## src/rtl/adfp_pkg.sv

```systemverilog
// ----------------------------------------------------------------------------
// adfp_pkg
// Shared types, character codes, phase and status codes for the decimal
// fixed-point parser.
// ----------------------------------------------------------------------------
package adfp_pkg;

  localparam int VALUE_WIDTH_DEF = 32;
  localparam int OUT_W           = 32;
  localparam int FRAC_W          = 3;
  localparam int STATUS_W        = 2;
  localparam int PHASE_W         = 2;
  localparam int POW_W           = 14;

  localparam logic [FRAC_W-1:0] FRAC_MAX   = 3'd4;
  localparam logic [FRAC_W-1:0] FRAC_RESET = 3'd1;

  localparam logic [7:0] CH_LT    = 8'h3C;
  localparam logic [7:0] CH_GT    = 8'h3E;
  localparam logic [7:0] CH_DOT   = 8'h2E;
  localparam logic [7:0] CH_SPACE = 8'h20;
  localparam logic [7:0] CH_ZERO  = 8'h30;
  localparam logic [7:0] CH_NINE  = 8'h39;
  localparam logic [7:0] CH_TAB   = 8'h09;
  localparam logic [7:0] CH_CR    = 8'h0D;

  localparam logic [PHASE_W-1:0] PH_WS    = 2'd0;
  localparam logic [PHASE_W-1:0] PH_INT   = 2'd1;
  localparam logic [PHASE_W-1:0] PH_FRAC  = 2'd2;
  localparam logic [PHASE_W-1:0] PH_TRAIL = 2'd3;

  localparam logic [STATUS_W-1:0] ST_OK    = 2'd0;
  localparam logic [STATUS_W-1:0] ST_BAD   = 2'd1;
  localparam logic [STATUS_W-1:0] ST_SHORT = 2'd2;

  typedef struct packed {
    logic [7:0] ch;
    logic       end_of_data;
  } item_t;

  function automatic logic [POW_W-1:0] pow10(input logic [FRAC_W-1:0] k);
    logic [POW_W-1:0] r;
    case (k)
      3'd0:    r = 14'd1;
      3'd1:    r = 14'd10;
      3'd2:    r = 14'd100;
      3'd3:    r = 14'd1000;
      3'd4:    r = 14'd10000;
      default: r = 14'd1;
    endcase
    return r;
  endfunction

endpackage

```

## src/rtl/adfp_in_stage.sv

```systemverilog
// ----------------------------------------------------------------------------
// adfp_in_stage
// Input register: captures one character item per transfer and holds it
// until the parse stage takes it.
// ----------------------------------------------------------------------------
module adfp_in_stage (
  input  logic           clk_i,
  input  logic           rst_ni,
  input  logic           in_valid_i,
  output logic           in_stall_o,
  input  adfp_pkg::item_t item_i,
  output logic           item_valid_o,
  output adfp_pkg::item_t item_o,
  input  logic           take_i
);
  import adfp_pkg::*;

  logic  valid_q;
  item_t item_q;
  logic  accept;

  assign in_stall_o   = valid_q && !take_i;
  assign accept       = in_valid_i && !in_stall_o;
  assign item_valid_o = valid_q;
  assign item_o       = item_q;

  always_ff @(posedge clk_i or negedge rst_ni) begin
    if (!rst_ni) begin
      valid_q <= 1'b0;
    end else if (accept) begin
      valid_q <= 1'b1;
    end else if (take_i) begin
      valid_q <= 1'b0;
    end
  end

  always_ff @(posedge clk_i) begin
    if (accept) begin
      item_q <= item_i;
    end
  end

endmodule

```

## src/rtl/adfp_core.sv

```systemverilog
// ----------------------------------------------------------------------------
// adfp_core
// Parse stage: phase machine, accumulator and fraction count, zero padding
// by a power of ten, and the result register.
// ----------------------------------------------------------------------------
module adfp_core #(
  parameter int VALUE_WIDTH = adfp_pkg::VALUE_WIDTH_DEF
) (
  input  logic                            clk_i,
  input  logic                            rst_ni,
  input  logic                            cfg_valid_i,
  input  logic [adfp_pkg::FRAC_W-1:0]     cfg_frac_digits_i,
  input  logic                            item_valid_i,
  input  adfp_pkg::item_t                 item_i,
  output logic                            take_o,
  output logic                            out_valid_o,
  input  logic                            out_stall_i,
  output logic [adfp_pkg::OUT_W-1:0]      number_value_o,
  output logic [adfp_pkg::STATUS_W-1:0]   parse_status_o
);
  import adfp_pkg::*;

  localparam logic [OUT_W-1:0] OutMask = OUT_W'((65'(1) << VALUE_WIDTH) - 65'(1));

  logic [FRAC_W-1:0]      frac_q;
  logic [PHASE_W-1:0]     phase_q, phase_d;
  logic [VALUE_WIDTH-1:0] acc_q, acc_d;
  logic [FRAC_W-1:0]      cnt_q, cnt_d;
  logic                   out_valid_q;
  logic [OUT_W-1:0]       value_q;
  logic [STATUS_W-1:0]    status_q;

  logic [FRAC_W-1:0]      fd;
  logic                   fixed;
  logic                   eod;
  logic [7:0]             ch;
  logic                   is_digit, is_ws, is_space, is_prefix, is_dot;
  logic [VALUE_WIDTH-1:0] acc_add;
  logic                   emit, final_val;
  logic [STATUS_W-1:0]    status;
  logic [FRAC_W-1:0]      pad_k;
  logic [OUT_W-1:0]       acc_low, prod, value;

  assign fd        = (frac_q > FRAC_MAX) ? FRAC_MAX : frac_q;
  assign fixed     = (fd != '0);
  assign eod       = item_i.end_of_data;
  assign ch        = item_i.ch;
  assign is_digit  = (ch >= CH_ZERO) && (ch <= CH_NINE);
  assign is_space  = (ch == CH_SPACE);
  assign is_ws     = is_space || ((ch >= CH_TAB) && (ch <= CH_CR));
  assign is_prefix = (ch == CH_LT) || (ch == CH_GT);
  assign is_dot    = (ch == CH_DOT);
  assign acc_add   = (acc_q << 3) + (acc_q << 1) + VALUE_WIDTH'(ch - CH_ZERO);

  always_comb begin
    phase_d   = phase_q;
    acc_d     = acc_q;
    cnt_d     = cnt_q;
    emit      = 1'b0;
    final_val = 1'b0;
    status    = ST_OK;
    unique case (phase_q)
      PH_WS: begin
        if (eod) begin
          emit   = 1'b1;
          status = ST_SHORT;
        end else if (is_ws) begin
          phase_d = PH_WS;
        end else if (is_digit) begin
          acc_d   = VALUE_WIDTH'(ch - CH_ZERO);
          phase_d = PH_INT;
        end else if (fixed && is_prefix) begin
          phase_d = PH_INT;
        end else if (fixed && is_dot) begin
          cnt_d   = '0;
          phase_d = PH_FRAC;
        end else begin
          emit   = 1'b1;
          status = ST_BAD;
        end
      end
      PH_INT: begin
        if (eod) begin
          emit      = 1'b1;
          final_val = !fixed;
          status    = fixed ? ST_SHORT : ST_OK;
        end else if (is_digit) begin
          acc_d = acc_add;
        end else if (fixed && is_dot) begin
          cnt_d   = '0;
          phase_d = PH_FRAC;
        end else if (is_space) begin
          phase_d = PH_TRAIL;
        end else begin
          emit      = 1'b1;
          final_val = 1'b1;
        end
      end
      PH_FRAC: begin
        if (eod) begin
          emit      = 1'b1;
          final_val = 1'b1;
        end else if (is_digit && (cnt_q < fd)) begin
          acc_d = acc_add;
          cnt_d = cnt_q + 3'd1;
        end else if (is_space) begin
          phase_d = PH_TRAIL;
        end else begin
          emit      = 1'b1;
          final_val = 1'b1;
        end
      end
      default: begin
        if (eod || !is_space) begin
          emit      = 1'b1;
          final_val = 1'b1;
        end
      end
    endcase
  end

  assign pad_k   = (fd > cnt_q) ? (fd - cnt_q) : '0;
  assign acc_low = OUT_W'(64'(acc_q));
  assign prod    = OUT_W'(acc_low * OUT_W'(pow10(pad_k)));
  assign value   = final_val ? (prod & OutMask) : '0;

  assign take_o = item_valid_i && (!emit || !out_valid_q || !out_stall_i);

  always_ff @(posedge clk_i or negedge rst_ni) begin
    if (!rst_ni) begin
      frac_q <= FRAC_RESET;
    end else if (cfg_valid_i) begin
      frac_q <= cfg_frac_digits_i;
    end
  end

  always_ff @(posedge clk_i or negedge rst_ni) begin
    if (!rst_ni) begin
      phase_q <= PH_WS;
      acc_q   <= '0;
      cnt_q   <= '0;
    end else if (take_o) begin
      if (emit) begin
        phase_q <= PH_WS;
        acc_q   <= '0;
        cnt_q   <= '0;
      end else begin
        phase_q <= phase_d;
        acc_q   <= acc_d;
        cnt_q   <= cnt_d;
      end
    end
  end

  always_ff @(posedge clk_i or negedge rst_ni) begin
    if (!rst_ni) begin
      out_valid_q <= 1'b0;
    end else if (take_o && emit) begin
      out_valid_q <= 1'b1;
    end else if (!out_stall_i) begin
      out_valid_q <= 1'b0;
    end
  end

  always_ff @(posedge clk_i) begin
    if (take_o && emit) begin
      value_q  <= value;
      status_q <= status;
    end
  end

  assign out_valid_o    = out_valid_q;
  assign number_value_o = value_q;
  assign parse_status_o = status_q;

endmodule

```

## src/rtl/ascii_decimal_fixed_parser.sv

```systemverilog
// An input transfer is registered in the input stage, and its result then in the output register.
// Throughput: one character per cycle while no result is held back by an output stall.
// A result waiting under stall blocks only when a further result is due.
// Reset (rst_ni low, asynchronous): empty pipeline, leading-whitespace phase,
// zero accumulator, frac_digits = 1.
// ----------------------------------------------------------------------------
// ascii_decimal_fixed_parser
// Streams characters into one unsigned decimal number scaled by
// 10^frac_digits (frac_digits clamped to 4), with status and consumed flag per result.
// ----------------------------------------------------------------------------
module ascii_decimal_fixed_parser #(
  parameter int VALUE_WIDTH = adfp_pkg::VALUE_WIDTH_DEF
) (
  input  logic                          clk_i,
  input  logic                          rst_ni,
  input  logic                          cfg_valid_i,
  output logic                          cfg_ready_o,
  input  logic [adfp_pkg::FRAC_W-1:0]   cfg_frac_digits_i,
  input  logic                          in_valid_i,
  output logic                          in_stall_o,
  input  logic [7:0]                    ch_i,
  input  logic                          end_of_data_i,
  output logic                          out_valid_o,
  input  logic                          out_stall_i,
  output logic [adfp_pkg::OUT_W-1:0]    number_value_o,
  output logic [adfp_pkg::STATUS_W-1:0] parse_status_o,
  output logic                          char_consumed_o
);
  import adfp_pkg::*;

  item_t in_item;
  item_t s1_item;
  logic  s1_valid;
  logic  take;

  assign in_item.ch          = ch_i;
  assign in_item.end_of_data = end_of_data_i;
  assign cfg_ready_o         = 1'b1;
  assign char_consumed_o     = 1'b0;

  adfp_in_stage u_in (
    .clk_i        (clk_i),
    .rst_ni       (rst_ni),
    .in_valid_i   (in_valid_i),
    .in_stall_o   (in_stall_o),
    .item_i       (in_item),
    .item_valid_o (s1_valid),
    .item_o       (s1_item),
    .take_i       (take)
  );

  adfp_core #(
    .VALUE_WIDTH (VALUE_WIDTH)
  ) u_core (
    .clk_i             (clk_i),
    .rst_ni            (rst_ni),
    .cfg_valid_i       (cfg_valid_i),
    .cfg_frac_digits_i (cfg_frac_digits_i),
    .item_valid_i      (s1_valid),
    .item_i            (s1_item),
    .take_o            (take),
    .out_valid_o       (out_valid_o),
    .out_stall_i       (out_stall_i),
    .number_value_o    (number_value_o),
    .parse_status_o    (parse_status_o)
  );

endmodule

```

## config.mk

```make
export PLATFORM = sky130hd
export DESIGN_NAME = ascii_decimal_fixed_parser
export DESIGN_NICKNAME = d
export VERILOG_FILES = /design/src/rtl/adfp_pkg.sv /design/src/rtl/adfp_in_stage.sv /design/src/rtl/adfp_core.sv /design/src/rtl/ascii_decimal_fixed_parser.sv
export SDC_FILE = /design/constraint.sdc
export NUM_CORES = 1
export LEC_CHECK = 0
export ABC_AREA = 1
export BUFFER_PORTS_ARGS = -buffer_cell sky130_fd_sc_hd__buf_2
export CAP_MARGIN = 20
export CORE_MARGIN = 5
export CORE_UTILIZATION = 65
export DETAILED_ROUTE_END_ITERATION = 8
export GPL_TIMING_DRIVEN = 1
export PLACE_DENSITY = 0.83
export SETUP_SLACK_MARGIN = 0.05
export SLEW_MARGIN = 0
export SYNTH_ARGS = -nofsm -noshare
export SYNTH_HDL_FRONTEND = slang
export SYNTH_SLANG_ARGS = --single-unit
```

## constraint.sdc

```tcl
create_clock -name clk_i -period 9.37 [get_ports clk_i]
set_clock_uncertainty 0.2 [all_clocks]
set_input_delay 0.937 -clock clk_i [delete_from_list [all_inputs] [get_ports clk_i]]
set_output_delay 0.937 -clock clk_i [all_outputs]
set_load 0.03 [all_outputs]
```

==> results.py <==
metrics = {
    "routing": {
        "drcViolationCount": 0,
        "viasPerCell": 5.655,
        "routed_wl_um": 45450,
        "vias": 13930,
        "firstDrtPassIters": 7,
        "ant_nets": 0,
        "wl_per_cell_um": 18.45,
        "drt_iter0_drc": 1173,
    },
    "pwr": {
        "power.internal_mw": 1.228,
        "max-vdd-ir-drop_uv": 251.2,
        "swShare_pct": 55.62,
        "p_leak_nw": 9.159,
        "p_switching_mw": 1.540,
        "powerDensity_nw_per_um2": 163.0,
        "combPwrFrac_pct": 62.0,
        "power_frac_clock_pct": 14.0,
        "seq_power_share_pct": 24.0,
    },
    "setup_path": {
        "cp-end-kind": "flip-flop",
        "startpoint": "u_core.frac_q[0]$_DFFE_PN1P_",
        "start_kind": "flip-flop",
        "rr_startpoint": "u_core.frac_q[0]$_DFFE_PN1P_",
        "arrival_ns": 8.66,
        "worstPathMaxFanout": 21,
        "worstSetupPathType": "reg -> reg",
        "cp_data_required_time_ns": 9.29,
    },
    "grt": {
        "met3_usage_pct": 5.587,
        "antenna_found_initial": 0,
        "grt_pass1_wl_um": 74560,
        "grtUsageMet2_pct": 56.62,
        "track_usage_pct": 33.43,
        "grtUsageMet1_pct": 41.41,
        "busiest_layer": "met2",
        "globalRouteOverflowTotal": 0,
        "grt_pass1_vias": 14600,
        "grt_max_degree": 43,
    },
    "place": {
        "place_area_um2": 16680,
        "dp_hpwl_um": 37750,
        "dpl.cell_count": 2448,
        "gp_congestion": 0.9806,
        "port_buffers": 52,
        "pre_cts_ws_ns": 0.7807,
    },
    "die": {
        "dieArea_um2": 28030,
        "io_pins": 55,
        "die_y_um": 167.4,
        "initial_core_util_pct": 66.04,
        "die_w_um": 167.4,
        "core_um2": 24390,
        "rows": 57,
    },
    "sta": {
        "worstMarginPinSlew_ns": 0.9964,
        "setup_viol": 0,
        "fmax_ghz": 0.1144,
        "fin_crit_sh_pct": 93.30,
        "fin_tns_setup_ns": 0,
        "slew-limit-headroom_pct": 33.57,
        "hold_violations": 0,
        "rsz0062_at_grt": "false",
        "slew_viol_final": 0,
        "layout_setup_ws_ns": 0.6282,
        "min_period_ns": 8.742,
    },
    "layout": {
        "fillCellCount": 2019,
        "design_area_um2": 16980,
        "nets": 2534,
        "area_growth_pct": 5.437,
        "drive_above_1_share_pct": 5.374,
        "antennaDiodeCount": 0,
        "instances_no_fill": 2464,
    },
    "logic_synthesis": {
        "yosys.cell_types.count": 49,
        "synth_edf_count": 43,
        "synth.avg_cell_area_um2": 7.667,
        "ys_seq_elements": 85,
        "postSynthCellCount": 2101,
        "synth_ff_type": "edfxtp_1",
        "async_flop_share_pct": 49.41,
        "syn_area_um2": 16110,
        "synth.yosys.seq_area_share_pct": 14.55,
        "synthesis.nets": 2500,
        "synth_warnings": 0,
    },
    "worst_hold_path": {
        "hold_start": "u_core.acc_low[31]$_DFFE_PN0P_",
        "min_path_type": "reg -> reg",
    },
    "cts": {
        "cts_setup_buffers": 0,
        "postCtsHoldBufs": 0,
        "clkSlewWorstSetupHoldPaths_ns": 0.08,
        "clock_path_buffers": 2,
        "cts_max_level": 3,
        "cts_made_buffers": 9,
        "cts_tree": "built",
        "cts_root_buf": "clkbuf_16",
        "worstSkewPairLatency_ns": 0.36,
        "cts_resized": 0,
        "clock_sinks": 85,
    },
    "outcome": {
        "status": "complete, no violations",
    },
    "flow_run": {
        "maxCapViolCount": 0,
    },
}
==> power groups by stage <==
stage | logic, mW | registers [mW] | clock network, mW
2_1_floorplan | 1.16 | 0.701 | 0
3_3_place_gp | 1.66 | 0.665 | 0
3_5_place_dp | 1.69 | 0.666 | 0
4_1_cts | 1.70 | 0.659 | 0.389
5_1_grt | 1.91 | 0.673 | 0.410
6_report | 1.71 | 0.664 | 0.389
==> cells by family after synthesis <==
group / count (synthesis) / share of synthesized area (%)
AOI/OAI and AO/OA: 230 / 7.946
xor gates and xnor gates: 23 / 1.251
adders and majority gates: 382 / 41.88
buffers and inverters: 558 / 13.26
DFF: 85 / 14.55
other: 2 / 0.04662
and+or+nand+nor: 821 / 21.07
==> metal layers <==
layer,vias up,share of wire (%)
met1,6597,38
li1,6454,-
met3,198,8.2
met2,684,48
met4,0,6.2
met5,-,0
==> critical path: stages (launching register included) <==
cell     delay (ns)
dfstp_2        0.53
nand2_1        0.06
ha_1           0.19
inv_1          0.09
fa_1           0.54
nor2_1         0.23
nand3_1        0.70
nor2_1         0.66
inv_1          0.11
fa_1           0.40
fa_1           0.49
inv_1          0.06
fa_1           0.55
fa_1           0.43
fa_1           0.49
inv_1          0.05
fa_1           0.47
inv_1          0.04
ha_1           0.38
nand2_1        0.14
nor4_1         0.35
buf_2          0.25
nand4_1        0.29
nand3_1        0.27
a21o_1         0.20
a21oi_1        0.09
o21ai_0        0.16
inv_1          0.07
==> through the flow <==
stage          hold WS (ns)  util [%]  total power [mW]
6_report             0.3008     69.63             2.768
5_1_grt              0.3358     69.63             2.995
4_1_cts              0.2976     69.63             2.750
3_5_place_dp         0.2801     68.38             2.355
3_3_place_gp         0.2714     68.36             2.320
2_1_floorplan        0.2495         -             1.861
==> cell type report <==
cell class                 instances  area [um^2]  share of cell area, %
clock buffer                      10        239.0                  1.407
clock inverter                     6        66.31                 0.3905
inverter                         515         1933                  11.38
multi-input combinational       1458        11630                  68.50
sequential                        85         2344                  13.80
tap                              324        405.4                  2.387
timing repair buffer              66        362.8                  2.136
==> placed cells by master, fill, tap and decap left out, types with 10 or more instances in the layout <==
| master | n |
|---|---|
| a21oi_1 | 106 |
| buf_2 | 53 |
| buf_4 | 13 |
| dfrtp_1 | 41 |
| edfxtp_1 | 43 |
| fa_1 | 262 |
| ha_1 | 120 |
| inv_1 | 510 |
| nand2_1 | 444 |
| nand3_1 | 91 |
| nand4_1 | 25 |
| nor2_1 | 206 |
| nor3_1 | 14 |
| o21ai_0 | 79 |
| xnor2_1 | 13 |
| xor2_1 | 10 |
==> synthesized netlist by cell type, drive strengths merged (5+ instances only) <==
master,instances,area share (%)
o21a,6,0.28
xor2,10,0.54
a21o,6,0.28
buf,14,0.57
xnor2,13,0.71
ha,120,9.3
edfxtp,43,8.0
nand3,92,2.9
a211oi,7,0.33
nand2,452,11
or2,7,0.27
dfrtp,41,6.4
o21ai,81,2.5
nor3,14,0.44
fa,262,33
o211ai,6,0.28
nand3b,5,0.23
clkbuf,29,0.68
inv,512,12
nor4,7,0.27
nor2,216,5.2
nand4,25,0.97
a21oi,107,3.3
==> worst paths after layout <==
| path | to | slack, ns | cells after the start |
|---|---|---|---|
| min in group asynchronous | u_core.phase_q[0]$_DFFE_PN0P_ | 0.55 | 1 |
| max reg2reg | u_core.number_value_o[26]$_SDFFCE_PN0P_ | 0.63 | 27 |
| min reg2reg | u_core.acc_low[31]$_DFFE_PN0P_ | 0.30 | 2 |
| max in group asynchronous | u_core.acc_low[11]$_DFFE_PN0P_ | 7.80 | 1 |
| max | u_core.number_value_o[26]$_SDFFCE_PN0P_ | 0.63 | 27 |
| min | u_core.acc_low[31]$_DFFE_PN0P_ | 0.30 | 2 |
==> registers in the layout (all words and copies together) (netlist names) <==
name	cells
u_core.acc_low	32
u_core.frac_q	3
u_core.parse_status_o	2
u_core.out_valid_o	1
u_in.item_o	9
u_in.item_valid_o	1
u_core.cnt_q	3
u_core.phase_q	2
u_core.number_value_o	32
Power figures use the tool's default switching activity.
